==> config.mk <==
export PLATFORM = sky130hd
export DESIGN_NAME = bayer_quad_bin_normalize_top_flat
export DESIGN_NICKNAME = d
export VERILOG_FILES = /design/src/sv/bqbn_pkg.sv /design/src/sv/bqbn_if.sv /design/src/sv/bqbn_front.sv /design/src/sv/bqbn_queue.sv /design/src/sv/bqbn_back.sv /design/src/sv/bayer_quad_bin_normalize_top.sv /design/src/flat_wrapper.sv
export VERILOG_INCLUDE_DIRS = /design/src /design/src/sv
export SDC_FILE = /design/constraint.sdc
export NUM_CORES = 2
export LEC_CHECK = 0
export BUFFER_PORTS_ARGS = -buffer_cell sky130_fd_sc_hd__buf_4
export CELL_PAD_IN_SITES_DETAIL_PLACEMENT = 1
export CELL_PAD_IN_SITES_GLOBAL_PLACEMENT = 1
export CORE_UTILIZATION = 53
export DETAILED_ROUTE_END_ITERATION = 8
export PLACE_DENSITY_LB_ADDON = 0.1
export SLEW_MARGIN = 30
export SYNTH_ARGS = -nofsm -noshare
export SYNTH_HDL_FRONTEND = slang
export SYNTH_SLANG_ARGS = --single-unit
==> constraint.sdc <==
create_clock -name i_clk -period 63.7 [get_ports i_clk]
set_input_delay 6.37 -clock i_clk [delete_from_list [all_inputs] [get_ports i_clk]]
set_output_delay 6.37 -clock i_clk [all_outputs]
set_load 0.05 [all_outputs]
==> src/sv/bayer_quad_bin_normalize_top_defines.svh <==
// Assertion helpers shared by the queue and back-end modules.
`ifndef BAYER_QUAD_BIN_NORMALIZE_TOP_DEFINES_SVH
`define BAYER_QUAD_BIN_NORMALIZE_TOP_DEFINES_SVH

// Same-cycle implication.
`define BQBN_ASSERT_NOW(lbl, clk, rst_n, ante, cons, msg) \
    lbl: assert property (@(posedge clk) disable iff (!rst_n) (ante) |-> (cons)) \
        else $error(msg);

// Next-cycle implication.
`define BQBN_ASSERT_NEXT(lbl, clk, rst_n, ante, cons, msg) \
    lbl: assert property (@(posedge clk) disable iff (!rst_n) (ante) |=> (cons)) \
        else $error(msg);

`endif

==> src/sv/bqbn_pkg.sv <==
`timescale 1ns / 1ps
package bqbn_pkg;

    localparam int CFG_BITS      = 16;
    localparam int APB_DATA_BITS = 32;
    localparam int APB_ADDR_BITS = 3;

    localparam logic [CFG_BITS-1:0] BLACK_RESET = 16'h0000;
    localparam logic [CFG_BITS-1:0] WHITE_RESET = 16'hFFFF;

    localparam logic REG_BLACK_LEVEL = 1'b0;
    localparam logic REG_WHITE_LEVEL = 1'b1;

    localparam int N_LANES    = 3;
    localparam int LANE_RED   = 0;
    localparam int LANE_GREEN = 1;
    localparam int LANE_BLUE  = 2;

    localparam int CLS_BITS = 2;

    typedef enum logic [CLS_BITS-1:0] {
        CLS_ZERO,
        CLS_ONE,
        CLS_DIV
    } t_lane_cls;

    localparam int Q_DEPTH = 4;
    localparam int QPTR_W  = $clog2(Q_DEPTH);
    localparam int QCNT_W  = $clog2(Q_DEPTH + 1);

endpackage

==> src/sv/bqbn_if.sv <==
`timescale 1ns / 1ps
interface bqbn_quad_if #(
    parameter int SAMPLE_BITS = 16
);
    logic                   valid;
    logic                   ready;
    logic [SAMPLE_BITS-1:0] red_sample;
    logic [SAMPLE_BITS-1:0] green_a_sample;
    logic [SAMPLE_BITS-1:0] green_b_sample;
    logic [SAMPLE_BITS-1:0] blue_sample;

    modport source (
        output valid, red_sample, green_a_sample, green_b_sample, blue_sample,
        input  ready
    );
    modport sink (
        input  valid, red_sample, green_a_sample, green_b_sample, blue_sample,
        output ready
    );
endinterface

interface bqbn_pix_if #(
    parameter int FRAC_BITS = 16
);
    logic               valid;
    logic               ready;
    logic [FRAC_BITS:0] red_level;
    logic [FRAC_BITS:0] green_level;
    logic [FRAC_BITS:0] blue_level;
    logic               range_error;

    modport source (
        output valid, red_level, green_level, blue_level, range_error,
        input  ready
    );
    modport sink (
        input  valid, red_level, green_level, blue_level, range_error,
        output ready
    );
endinterface

==> src/sv/bqbn_front.sv <==
`timescale 1ns / 1ps
module bqbn_front #(
    parameter  int SAMPLE_BITS = 16,
    localparam int D           = SAMPLE_BITS + 1,
    localparam int JOB_W       = 1 + SAMPLE_BITS + bqbn_pkg::N_LANES * (bqbn_pkg::CLS_BITS + D)
) (
    input  logic [SAMPLE_BITS-1:0] i_black,
    input  logic [SAMPLE_BITS-1:0] i_white,
    input  logic [SAMPLE_BITS-1:0] i_red,
    input  logic [SAMPLE_BITS-1:0] i_green_a,
    input  logic [SAMPLE_BITS-1:0] i_green_b,
    input  logic [SAMPLE_BITS-1:0] i_blue,
    output logic [JOB_W-1:0]       o_job
);

    typedef struct packed {
        bqbn_pkg::t_lane_cls cls;
        logic [D-1:0]        num;
    } t_lane;

    typedef struct packed {
        logic                          err;
        logic [SAMPLE_BITS-1:0]        range;
        t_lane [bqbn_pkg::N_LANES-1:0] lane;
    } t_job;

    function automatic t_lane classify(logic [D-1:0] num, logic below, logic [D-1:0] den,
                                       logic bad);
        t_lane res;
        res.num = num;
        if (bad || below || num == '0) begin
            res.cls = bqbn_pkg::CLS_ZERO;
        end else if (num >= den) begin
            res.cls = bqbn_pkg::CLS_ONE;
        end else begin
            res.cls = bqbn_pkg::CLS_DIV;
        end
        return res;
    endfunction

    logic                   bad;
    logic [SAMPLE_BITS-1:0] rng;
    logic [D-1:0]           rng_d;
    logic [D-1:0]           rng2;
    logic [D-1:0]           red_num;
    logic [D-1:0]           blue_num;
    logic [D-1:0]           gsum;
    logic [D-1:0]           gblk;
    logic [D-1:0]           gnum;
    t_job                   job;

    assign bad      = (i_white <= i_black);
    assign rng      = i_white - i_black;
    assign rng_d    = D'(rng);
    assign rng2     = {rng, 1'b0};
    assign red_num  = D'(i_red) - D'(i_black);
    assign blue_num = D'(i_blue) - D'(i_black);
    assign gsum     = D'(i_green_a) + D'(i_green_b);
    assign gblk     = {i_black, 1'b0};
    assign gnum     = gsum - gblk;

    always_comb begin
        job.err   = bad;
        job.range = rng;
        job.lane[bqbn_pkg::LANE_RED]   = classify(red_num, i_red < i_black, rng_d, bad);
        job.lane[bqbn_pkg::LANE_GREEN] = classify(gnum, gsum < gblk, rng2, bad);
        job.lane[bqbn_pkg::LANE_BLUE]  = classify(blue_num, i_blue < i_black, rng_d, bad);
    end

    assign o_job = job;

endmodule

==> src/sv/bqbn_queue.sv <==
`timescale 1ns / 1ps
`include "bayer_quad_bin_normalize_top_defines.svh"
module bqbn_queue #(
    parameter int WIDTH = 8
) (
    input  logic             i_clk,
    input  logic             i_rst_n,
    input  logic             i_push,
    input  logic [WIDTH-1:0] i_data,
    output logic             o_full,
    input  logic             i_pop,
    output logic             o_vld,
    output logic [WIDTH-1:0] o_data
);

    logic [WIDTH-1:0]                r_mem [bqbn_pkg::Q_DEPTH];
    logic [bqbn_pkg::QPTR_W-1:0]     r_wr;
    logic [bqbn_pkg::QPTR_W-1:0]     r_rd;
    logic [bqbn_pkg::QCNT_W-1:0]     r_cnt;
    logic [bqbn_pkg::QPTR_W-1:0]     n_wr;
    logic [bqbn_pkg::QPTR_W-1:0]     n_rd;
    logic [bqbn_pkg::QCNT_W-1:0]     n_cnt;

    localparam logic [bqbn_pkg::QPTR_W-1:0] LAST = bqbn_pkg::QPTR_W'(bqbn_pkg::Q_DEPTH - 1);
    localparam logic [bqbn_pkg::QCNT_W-1:0] FULL = bqbn_pkg::QCNT_W'(bqbn_pkg::Q_DEPTH);

    always_comb begin
        n_wr  = r_wr;
        n_rd  = r_rd;
        n_cnt = r_cnt;
        if (i_push) begin
            n_wr = (r_wr == LAST) ? '0 : r_wr + 1'b1;
        end
        if (i_pop) begin
            n_rd = (r_rd == LAST) ? '0 : r_rd + 1'b1;
        end
        if (i_push && !i_pop) begin
            n_cnt = r_cnt + 1'b1;
        end else if (!i_push && i_pop) begin
            n_cnt = r_cnt - 1'b1;
        end
    end

    always_ff @(posedge i_clk) begin
        if (!i_rst_n) begin
            r_wr  <= '0;
            r_rd  <= '0;
            r_cnt <= '0;
        end else begin
            r_wr  <= n_wr;
            r_rd  <= n_rd;
            r_cnt <= n_cnt;
        end
    end

    always_ff @(posedge i_clk) begin
        if (i_push) begin
            r_mem[r_wr] <= i_data;
        end
    end

    assign o_full = (r_cnt == FULL);
    assign o_vld  = (r_cnt != '0);
    assign o_data = r_mem[r_rd];

    `BQBN_ASSERT_NOW(a_que_cnt_max, i_clk, i_rst_n, 1'b1, r_cnt <= FULL, "queue count over depth")
    `BQBN_ASSERT_NOW(a_que_no_underflow, i_clk, i_rst_n, i_pop, r_cnt != '0, "pop from empty queue")
    `BQBN_ASSERT_NEXT(a_que_grow, i_clk, i_rst_n, i_push && !i_pop, r_cnt == $past(r_cnt) + 1'b1, "queue count did not grow")

endmodule

==> src/sv/bqbn_back.sv <==
`timescale 1ns / 1ps
`include "bayer_quad_bin_normalize_top_defines.svh"
module bqbn_back #(
    parameter  int SAMPLE_BITS = 16,
    parameter  int FRAC_BITS   = 16,
    localparam int D           = SAMPLE_BITS + 1,
    localparam int JOB_W       = 1 + SAMPLE_BITS + bqbn_pkg::N_LANES * (bqbn_pkg::CLS_BITS + D)
) (
    input  logic               i_clk,
    input  logic               i_rst_n,
    input  logic               i_q_vld,
    input  logic [JOB_W-1:0]   i_q_job,
    output logic               o_q_pop,
    output logic               o_valid,
    input  logic               i_ready,
    output logic [FRAC_BITS:0] o_red_level,
    output logic [FRAC_BITS:0] o_green_level,
    output logic [FRAC_BITS:0] o_blue_level,
    output logic               o_range_error
);

    typedef struct packed {
        bqbn_pkg::t_lane_cls cls;
        logic [D-1:0]        num;
    } t_lane;

    typedef struct packed {
        logic                          err;
        logic [SAMPLE_BITS-1:0]        range;
        t_lane [bqbn_pkg::N_LANES-1:0] lane;
    } t_job;

    localparam int NL = bqbn_pkg::N_LANES;

    function automatic logic [FRAC_BITS:0] compose(bqbn_pkg::t_lane_cls cls,
                                                   logic [FRAC_BITS-1:0] quo);
        logic [FRAC_BITS:0] lvl;
        unique case (cls)
            bqbn_pkg::CLS_ONE: lvl = {1'b1, {FRAC_BITS{1'b0}}};
            bqbn_pkg::CLS_DIV: lvl = {1'b0, quo};
            default:           lvl = '0;
        endcase
        return lvl;
    endfunction

    t_job                   job;
    logic                   en;

    logic                   r_vld   [0:FRAC_BITS];
    logic                   r_err   [0:FRAC_BITS];
    logic [SAMPLE_BITS-1:0] r_range [0:FRAC_BITS];
    bqbn_pkg::t_lane_cls    r_cls   [0:FRAC_BITS][NL];
    logic [D-1:0]           r_rem   [0:FRAC_BITS][NL];
    logic [FRAC_BITS-1:0]   r_quo   [0:FRAC_BITS][NL];

    logic [D-1:0]           n_rem   [1:FRAC_BITS][NL];
    logic [FRAC_BITS-1:0]   n_quo   [1:FRAC_BITS][NL];

    logic                   r_out_vld;
    logic                   r_out_err;
    logic [FRAC_BITS:0]     r_out_lvl [NL];

    assign job     = i_q_job;
    assign en      = !r_out_vld || i_ready;
    assign o_q_pop = en && i_q_vld;

    // One quotient bit per stage: restoring step on each lane.
    always_comb begin
        logic [D-1:0] den;
        logic [D:0]   rem2;
        logic         ge;
        for (int s = 1; s <= FRAC_BITS; s++) begin
            for (int l = 0; l < NL; l++) begin
                den  = (l == bqbn_pkg::LANE_GREEN) ? {r_range[s-1], 1'b0}
                                                   : {1'b0, r_range[s-1]};
                rem2 = {r_rem[s-1][l], 1'b0};
                ge   = (rem2 >= {1'b0, den});
                n_rem[s][l] = ge ? D'(rem2 - {1'b0, den}) : D'(rem2);
                n_quo[s][l] = {r_quo[s-1][l][FRAC_BITS-2:0], ge};
            end
        end
    end

    always_ff @(posedge i_clk) begin
        if (!i_rst_n) begin
            for (int s = 0; s <= FRAC_BITS; s++) begin
                r_vld[s] <= 1'b0;
            end
            r_out_vld <= 1'b0;
        end else if (en) begin
            r_vld[0] <= i_q_vld;
            for (int s = 1; s <= FRAC_BITS; s++) begin
                r_vld[s] <= r_vld[s-1];
            end
            r_out_vld <= r_vld[FRAC_BITS];
        end
    end

    always_ff @(posedge i_clk) begin
        if (en) begin
            r_err[0]   <= job.err;
            r_range[0] <= job.range;
            for (int l = 0; l < NL; l++) begin
                r_cls[0][l] <= job.lane[l].cls;
                r_rem[0][l] <= job.lane[l].num;
                r_quo[0][l] <= '0;
            end
            for (int s = 1; s <= FRAC_BITS; s++) begin
                r_err[s]   <= r_err[s-1];
                r_range[s] <= r_range[s-1];
                for (int l = 0; l < NL; l++) begin
                    r_cls[s][l] <= r_cls[s-1][l];
                    r_rem[s][l] <= n_rem[s][l];
                    r_quo[s][l] <= n_quo[s][l];
                end
            end
            r_out_err <= r_err[FRAC_BITS];
            for (int l = 0; l < NL; l++) begin
                r_out_lvl[l] <= compose(r_cls[FRAC_BITS][l], r_quo[FRAC_BITS][l]);
            end
        end
    end

    assign o_valid       = r_out_vld;
    assign o_range_error = r_out_err;
    assign o_red_level   = r_out_lvl[bqbn_pkg::LANE_RED];
    assign o_green_level = r_out_lvl[bqbn_pkg::LANE_GREEN];
    assign o_blue_level  = r_out_lvl[bqbn_pkg::LANE_BLUE];

    `BQBN_ASSERT_NOW(a_bck_err_zero, i_clk, i_rst_n, r_out_vld && r_out_err, (r_out_lvl[0] == '0) && (r_out_lvl[1] == '0) && (r_out_lvl[2] == '0), "range error with nonzero level")
    `BQBN_ASSERT_NEXT(a_bck_stall_hold, i_clk, i_rst_n, !en, $stable(r_vld[FRAC_BITS]), "pipeline moved while stalled")
    `BQBN_ASSERT_NEXT(a_bck_no_loss, i_clk, i_rst_n, en && r_vld[FRAC_BITS], r_out_vld, "result dropped at output")

endmodule

==> src/sv/bayer_quad_bin_normalize_top.sv <==
`timescale 1ns / 1ps
// Bayer 2x2 quad binning with black/white level normalization.
// i_quad (sink): one RGGB quad per item; accepted when valid && ready.
// o_pix (source): one Q1.FRAC_BITS RGB pixel per item plus range_error,
//   taken when valid && ready. Items leave in the order they arrived.
// APB port: black_level at 0x0, white_level at 0x4, both 16 bits, no wait
//   states. Write only while no item is in flight.
// Pipeline: the queue, one load stage, FRAC_BITS divider stages and one
//   output register. Throughput: one item per cycle unless o_pix stalls.
// The divider is a pipeline of FRAC_BITS restoring steps, one quotient
//   bit per stage, three lanes in parallel.
// Output stall: the back pipeline freezes; a 4-entry queue keeps taking
//   items until full, then i_quad.ready drops.
// Reset (synchronous, active low): pipeline and queue empty, black level 0,
//   white level all ones.
module bayer_quad_bin_normalize_top #(
    parameter int SAMPLE_BITS = 16,
    parameter int FRAC_BITS   = 16
) (
    input  logic                                i_clk,
    input  logic                                i_rst_n,
    bqbn_quad_if.sink                           i_quad,
    bqbn_pix_if.source                          o_pix,
    input  logic                                psel,
    input  logic                                penable,
    input  logic                                pwrite,
    input  logic [bqbn_pkg::APB_ADDR_BITS-1:0]  paddr,
    input  logic [bqbn_pkg::APB_DATA_BITS-1:0]  pwdata,
    output logic [bqbn_pkg::APB_DATA_BITS-1:0]  prdata,
    output logic                                pready
);

    localparam int D     = SAMPLE_BITS + 1;
    localparam int JOB_W = 1 + SAMPLE_BITS + bqbn_pkg::N_LANES * (bqbn_pkg::CLS_BITS + D);

    logic [bqbn_pkg::CFG_BITS-1:0] r_black_level;
    logic [bqbn_pkg::CFG_BITS-1:0] r_white_level;
    logic                          cfg_wr;
    logic                          reg_idx;

    logic [JOB_W-1:0] front_job;
    logic [JOB_W-1:0] q_job;
    logic             q_full;
    logic             q_vld;
    logic             q_pop;
    logic             push;

    assign pready  = 1'b1;
    assign cfg_wr  = psel && penable && pwrite && pready;
    assign reg_idx = paddr[2];

    always_ff @(posedge i_clk) begin
        if (!i_rst_n) begin
            r_black_level <= bqbn_pkg::BLACK_RESET;
            r_white_level <= bqbn_pkg::WHITE_RESET;
        end else if (cfg_wr) begin
            unique case (reg_idx)
                bqbn_pkg::REG_BLACK_LEVEL: r_black_level <= pwdata[bqbn_pkg::CFG_BITS-1:0];
                bqbn_pkg::REG_WHITE_LEVEL: r_white_level <= pwdata[bqbn_pkg::CFG_BITS-1:0];
                default: ;
            endcase
        end
    end

    always_comb begin
        unique case (reg_idx)
            bqbn_pkg::REG_BLACK_LEVEL: prdata = bqbn_pkg::APB_DATA_BITS'(r_black_level);
            bqbn_pkg::REG_WHITE_LEVEL: prdata = bqbn_pkg::APB_DATA_BITS'(r_white_level);
            default:                   prdata = '0;
        endcase
    end

    assign i_quad.ready = !q_full;
    assign push         = i_quad.valid && !q_full;

    bqbn_front #(
        .SAMPLE_BITS (SAMPLE_BITS)
    ) u_front (
        .i_black   (r_black_level[SAMPLE_BITS-1:0]),
        .i_white   (r_white_level[SAMPLE_BITS-1:0]),
        .i_red     (i_quad.red_sample),
        .i_green_a (i_quad.green_a_sample),
        .i_green_b (i_quad.green_b_sample),
        .i_blue    (i_quad.blue_sample),
        .o_job     (front_job)
    );

    bqbn_queue #(
        .WIDTH (JOB_W)
    ) u_queue (
        .i_clk   (i_clk),
        .i_rst_n (i_rst_n),
        .i_push  (push),
        .i_data  (front_job),
        .o_full  (q_full),
        .i_pop   (q_pop),
        .o_vld   (q_vld),
        .o_data  (q_job)
    );

    bqbn_back #(
        .SAMPLE_BITS (SAMPLE_BITS),
        .FRAC_BITS   (FRAC_BITS)
    ) u_back (
        .i_clk         (i_clk),
        .i_rst_n       (i_rst_n),
        .i_q_vld       (q_vld),
        .i_q_job       (q_job),
        .o_q_pop       (q_pop),
        .o_valid       (o_pix.valid),
        .i_ready       (o_pix.ready),
        .o_red_level   (o_pix.red_level),
        .o_green_level (o_pix.green_level),
        .o_blue_level  (o_pix.blue_level),
        .o_range_error (o_pix.range_error)
    );

endmodule

==> src/flat_wrapper.sv <==
// flat-port wrapper written by rule: the top's interface ports become plain ports
module bayer_quad_bin_normalize_top_flat 
#(
    parameter int SAMPLE_BITS = 16,
    parameter int FRAC_BITS   = 16
)
  (i_clk, i_rst_n, psel, penable, pwrite, paddr, pwdata, prdata, pready, i_quad_valid, i_quad_red_sample, i_quad_green_a_sample, i_quad_green_b_sample, i_quad_blue_sample, i_quad_ready, o_pix_valid, o_pix_red_level, o_pix_green_level, o_pix_blue_level, o_pix_range_error, o_pix_ready);
  bqbn_quad_if #(.SAMPLE_BITS(SAMPLE_BITS)) i_quad_i ();
  bqbn_pix_if #(.FRAC_BITS(FRAC_BITS)) o_pix_i ();
  input  logic i_clk;
  input  logic i_rst_n;
  input  logic psel;
  input  logic penable;
  input  logic pwrite;
  input  logic [bqbn_pkg::APB_ADDR_BITS-1:0] paddr;
  input  logic [bqbn_pkg::APB_DATA_BITS-1:0] pwdata;
  output logic [bqbn_pkg::APB_DATA_BITS-1:0] prdata;
  output logic pready;
  input wire logic [$bits(i_quad_i.valid)-1:0] i_quad_valid;
  input wire logic [$bits(i_quad_i.red_sample)-1:0] i_quad_red_sample;
  input wire logic [$bits(i_quad_i.green_a_sample)-1:0] i_quad_green_a_sample;
  input wire logic [$bits(i_quad_i.green_b_sample)-1:0] i_quad_green_b_sample;
  input wire logic [$bits(i_quad_i.blue_sample)-1:0] i_quad_blue_sample;
  output wire logic [$bits(i_quad_i.ready)-1:0] i_quad_ready;
  output wire logic [$bits(o_pix_i.valid)-1:0] o_pix_valid;
  output wire logic [$bits(o_pix_i.red_level)-1:0] o_pix_red_level;
  output wire logic [$bits(o_pix_i.green_level)-1:0] o_pix_green_level;
  output wire logic [$bits(o_pix_i.blue_level)-1:0] o_pix_blue_level;
  output wire logic [$bits(o_pix_i.range_error)-1:0] o_pix_range_error;
  input wire logic [$bits(o_pix_i.ready)-1:0] o_pix_ready;
  assign i_quad_i.valid = i_quad_valid;
  assign i_quad_i.red_sample = i_quad_red_sample;
  assign i_quad_i.green_a_sample = i_quad_green_a_sample;
  assign i_quad_i.green_b_sample = i_quad_green_b_sample;
  assign i_quad_i.blue_sample = i_quad_blue_sample;
  assign i_quad_ready = i_quad_i.ready;
  assign o_pix_valid = o_pix_i.valid;
  assign o_pix_red_level = o_pix_i.red_level;
  assign o_pix_green_level = o_pix_i.green_level;
  assign o_pix_blue_level = o_pix_i.blue_level;
  assign o_pix_range_error = o_pix_i.range_error;
  assign o_pix_i.ready = o_pix_ready;
  bayer_quad_bin_normalize_top #(.SAMPLE_BITS(SAMPLE_BITS), .FRAC_BITS(FRAC_BITS)) u_core (.i_clk(i_clk), .i_rst_n(i_rst_n), .i_quad(i_quad_i), .o_pix(o_pix_i), .psel(psel), .penable(penable), .pwrite(pwrite), .paddr(paddr), .pwdata(pwdata), .prdata(prdata), .pready(pready));
endmodule
==> impl_metrics.tcl <==
set metrics [dict create \
    outcome "finished, final reports clean" \
    cts_tree "yes" \
    min-delay-path-class "reg2reg" \
    synth_cell_types 94 \
    synth_top_area_share_pct 53.92 \
    ys_ff_latch 1991 \
    final_nets 10160 \
    route.detailed.drc 0 \
    syn_to_final_growth_pct 10.67 \
    drive_gt1_share_pct 11.11 \
    netlist_area_mm2 0.1086 \
    yosysTopAreaCell "edfxtp_1" \
    grt_pass1_wl_um 458600 \
    io_buffers 157 \
    reg2regPathDepth 18 \
    synth-async-reset-ratio_pct 0 \
    final_core_util_pct 59.20 \
    die_y_um 454.6 \
    cpMostUsedCell "buf_4" \
    holdPathEnd "u_core.u_back.r_quo[9][17]$_DFFE_PP_" \
    postSynthCellCount 8815 \
    dr.pass1.iters 5 \
    critPathMaxStageDelay_ns 0.40 \
    fmax_ghz 0.07338 \
    fin_tns_setup_ns 0 \
    path_clk_slew_ns 0.06 \
    period_minus_slack_ns 13.63 \
    cts_root_buf "clkbuf_16" \
    hpwl_um 236300 \
    dp_cells 11560 \
    io_pins 193 \
    synth_area_per_cell_um2 12.31 \
    die_area_mm2 0.2066 \
    globalplace.congestion 0.9261 \
    h-tree-depth 4 \
    clock_latency_ns 0.89 \
    ys.warnings.count 0 \
    setup_viol 0 \
    crit_required_ns 57.33 \
    crit_slowest_cell "mux2_2" \
    antenna_found_initial 11 \
    grt_max_degree 94 \
    die_x_um 454.6 \
    cts_hold_buf 0 \
    crit_path_end_kind "output port" \
    cts.sinks 1991 \
    grt_usage_pct 29.46 \
    ys.flop_type "edfxtp_1" \
    wl_um 308500 \
    slew_viol_final 0 \
    wl_per_cell_um 25.79 \
    period_share_pct 21.39 \
    drt_iter0_markers 5557 \
    synth_edf_count 1949 \
    cp_data_arrival_time_ns 7.26 \
    min_path_cells 0 \
    crit_fanout 34 \
    gr-total-overflow 0 \
    instances_no_fill 11960 \
    synth.area.top_cells "edfxtp_1 54%, ha_1 10%, xnor2_1 3.1%" \
    timing.rr.end "u_core.u_queue.r_mem[0][18]$_DFFE_PP_" \
    hold_violations 0 \
    cts_made_buffers 208 \
    avgViaCountPerCell 6.052 \
    crit_type "in2out" \
    seq_area_frac_synth_pct 54.69 \
    post_cts_buffers 0 \
    startpoint_type "primary input" \
    postRouteAntennaNets 0 \
    hold_start "u_core.u_back.r_quo[8][16]$_DFFE_PP_" \
    rsz0062_at_grt "false" \
    clock-skew-final_ns 0.08622 \
    cts_resized 0 \
    slew_headroom_pct 29.92 \
    cp_cell_sequence "buf_4, mux2_2, buf_4" \
    start_util_pct 53.49 \
    via_count 72380 \
    reg2reg_slack_ns 57.73 \
    cap_violations 0 \
    r2r-start "u_core.r_black_level[0]$_SDFFE_PN0P_" \
    cts_max_path_buffers 3 \
    core-area_mm2 0.2029 \
    rows 165 \
    tightestPinTransition_ns 1.044 \
    grt_pass1_vias 74410 \
]
[through the flow]
stage,instance area (µm²),hold WS (ns),setup WS (ns)
floorplan,108600,0.4003,9.559
global placement,113000,0.4002,50.09
detailed placement,113100,0.4052,50.08
CTS,120000,0.3811,50.08
global route,120100,0.4050,50.05
finish,120100,0.3796,50.07
[how the worst max path moves through the flow]
stage / startpoint / end / slack (ns) / depth (start not counted)
after global placement: paddr[2] / prdata[0] / 50.09 / 3
after CTS: paddr[2] / prdata[0] / 50.08 / 3
final: paddr[2] / prdata[0] / 50.07 / 3
after floorplan: o_pix_ready / u_core.u_back.r_vld[10]$_SDFFCE_PN0P_ / 9.56 / 4
after global routing: paddr[2] / prdata[0] / 50.05 / 3
after detailed placement: paddr[2] / prdata[0] / 50.08 / 3
[cells in the final DEF (no fill, tap or decap), drive strengths merged, types with 72 or more instances in the layout]
| master | count |
|---|---|
| a21o | 241 |
| a21oi | 654 |
| and2 | 84 |
| buf | 214 |
| clkbuf | 236 |
| clkinv | 110 |
| edfxtp | 1949 |
| ha | 898 |
| inv | 557 |
| mux2 | 304 |
| mux4 | 74 |
| nand2 | 493 |
| nand2b | 152 |
| nand3 | 140 |
| nand4 | 122 |
| nor2 | 564 |
| nor2b | 125 |
| nor3 | 164 |
| o211ai | 72 |
| o21a | 108 |
| o21ai | 425 |
| or3 | 82 |
| xnor2 | 389 |
| xor2 | 227 |
[registers in the layout, indices dropped and copies added, names as in the netlist, 2 cells and up, named ones only]
signal                   cells
u_core.u_queue.r_cnt         3
u_core.u_back.r_cls        102
u_core.r_black_level        16
u_core.u_queue.r_mem       296
u_core.u_back.r_vld         17
u_core.u_back.r_range      256
u_core.r_white_level        16
u_core.u_back.r_out_lvl     51
u_core.u_back.r_quo        408
u_core.u_back.r_err         17
u_core.u_back.r_rem        801
u_core.u_queue.r_rd          2
u_core.u_queue.r_wr          2
[Yosys cell counts (all sizes together), types with 29 or more instances]
master,count
a21boi,60
a21o,241
inv,547
a211oi,37
o211ai,72
mux2,304
or3,82
o21a,108
nor2b,125
fa,51
nand2,493
nor3,164
and3,69
o31ai,43
a21oi,654
dfxtp,42
buf,60
nor3b,29
clkbuf,93
nand2b,152
edfxtp,1949
nand4,122
a31oi,55
mux2i,36
a211o,48
mux4,74
nand3,140
o21bai,53
xnor2,389
o21ai,425
or2,33
and2,84
xor2,227
ha,898
nor4,41
nor2,564
[layout make-up]
type	count	area [µm²]
fill	20280	82800
sequential	1991	59370
multi-input combinational	6139	46710
clock buffer	236	5310
tap	2672	3343
inverter	547	2061
clock inverter	153	1662
timing repair buffer	214	1652
antenna	8	20.02
[critical path: cells and delay by family]
kind / cells / cell delay (ns)
buffers and inverters: 2 / 0.48
muxes: 1 / 0.40
[metal layers]
layer / track usage (%) / routed length, µm
met5: 0 / 18
met4: 7.797 / 7853
met3: 4.114 / 15110
met2: 47.97 / 145000
met1: 41.37 / 140500
[logic make-up (layout without fill, tap and decap cells)]
family	count (synthesis)	in the layout	share of synthesized area [%]
buf+inv	700	1150	2.523
compound gates	2006	2006	11.84
other cells	2	25	0.006918
simple gates	2137	2137	9.658
fa+ha+maj	949	949	11.29
mux	414	414	5.021
flops	1991	1991	54.69
xor+xnor	616	616	4.970
Power is left out: the tool's default activity adds up to more than one toggle a clock period on the data nets, which glitch-free logic cannot reach.
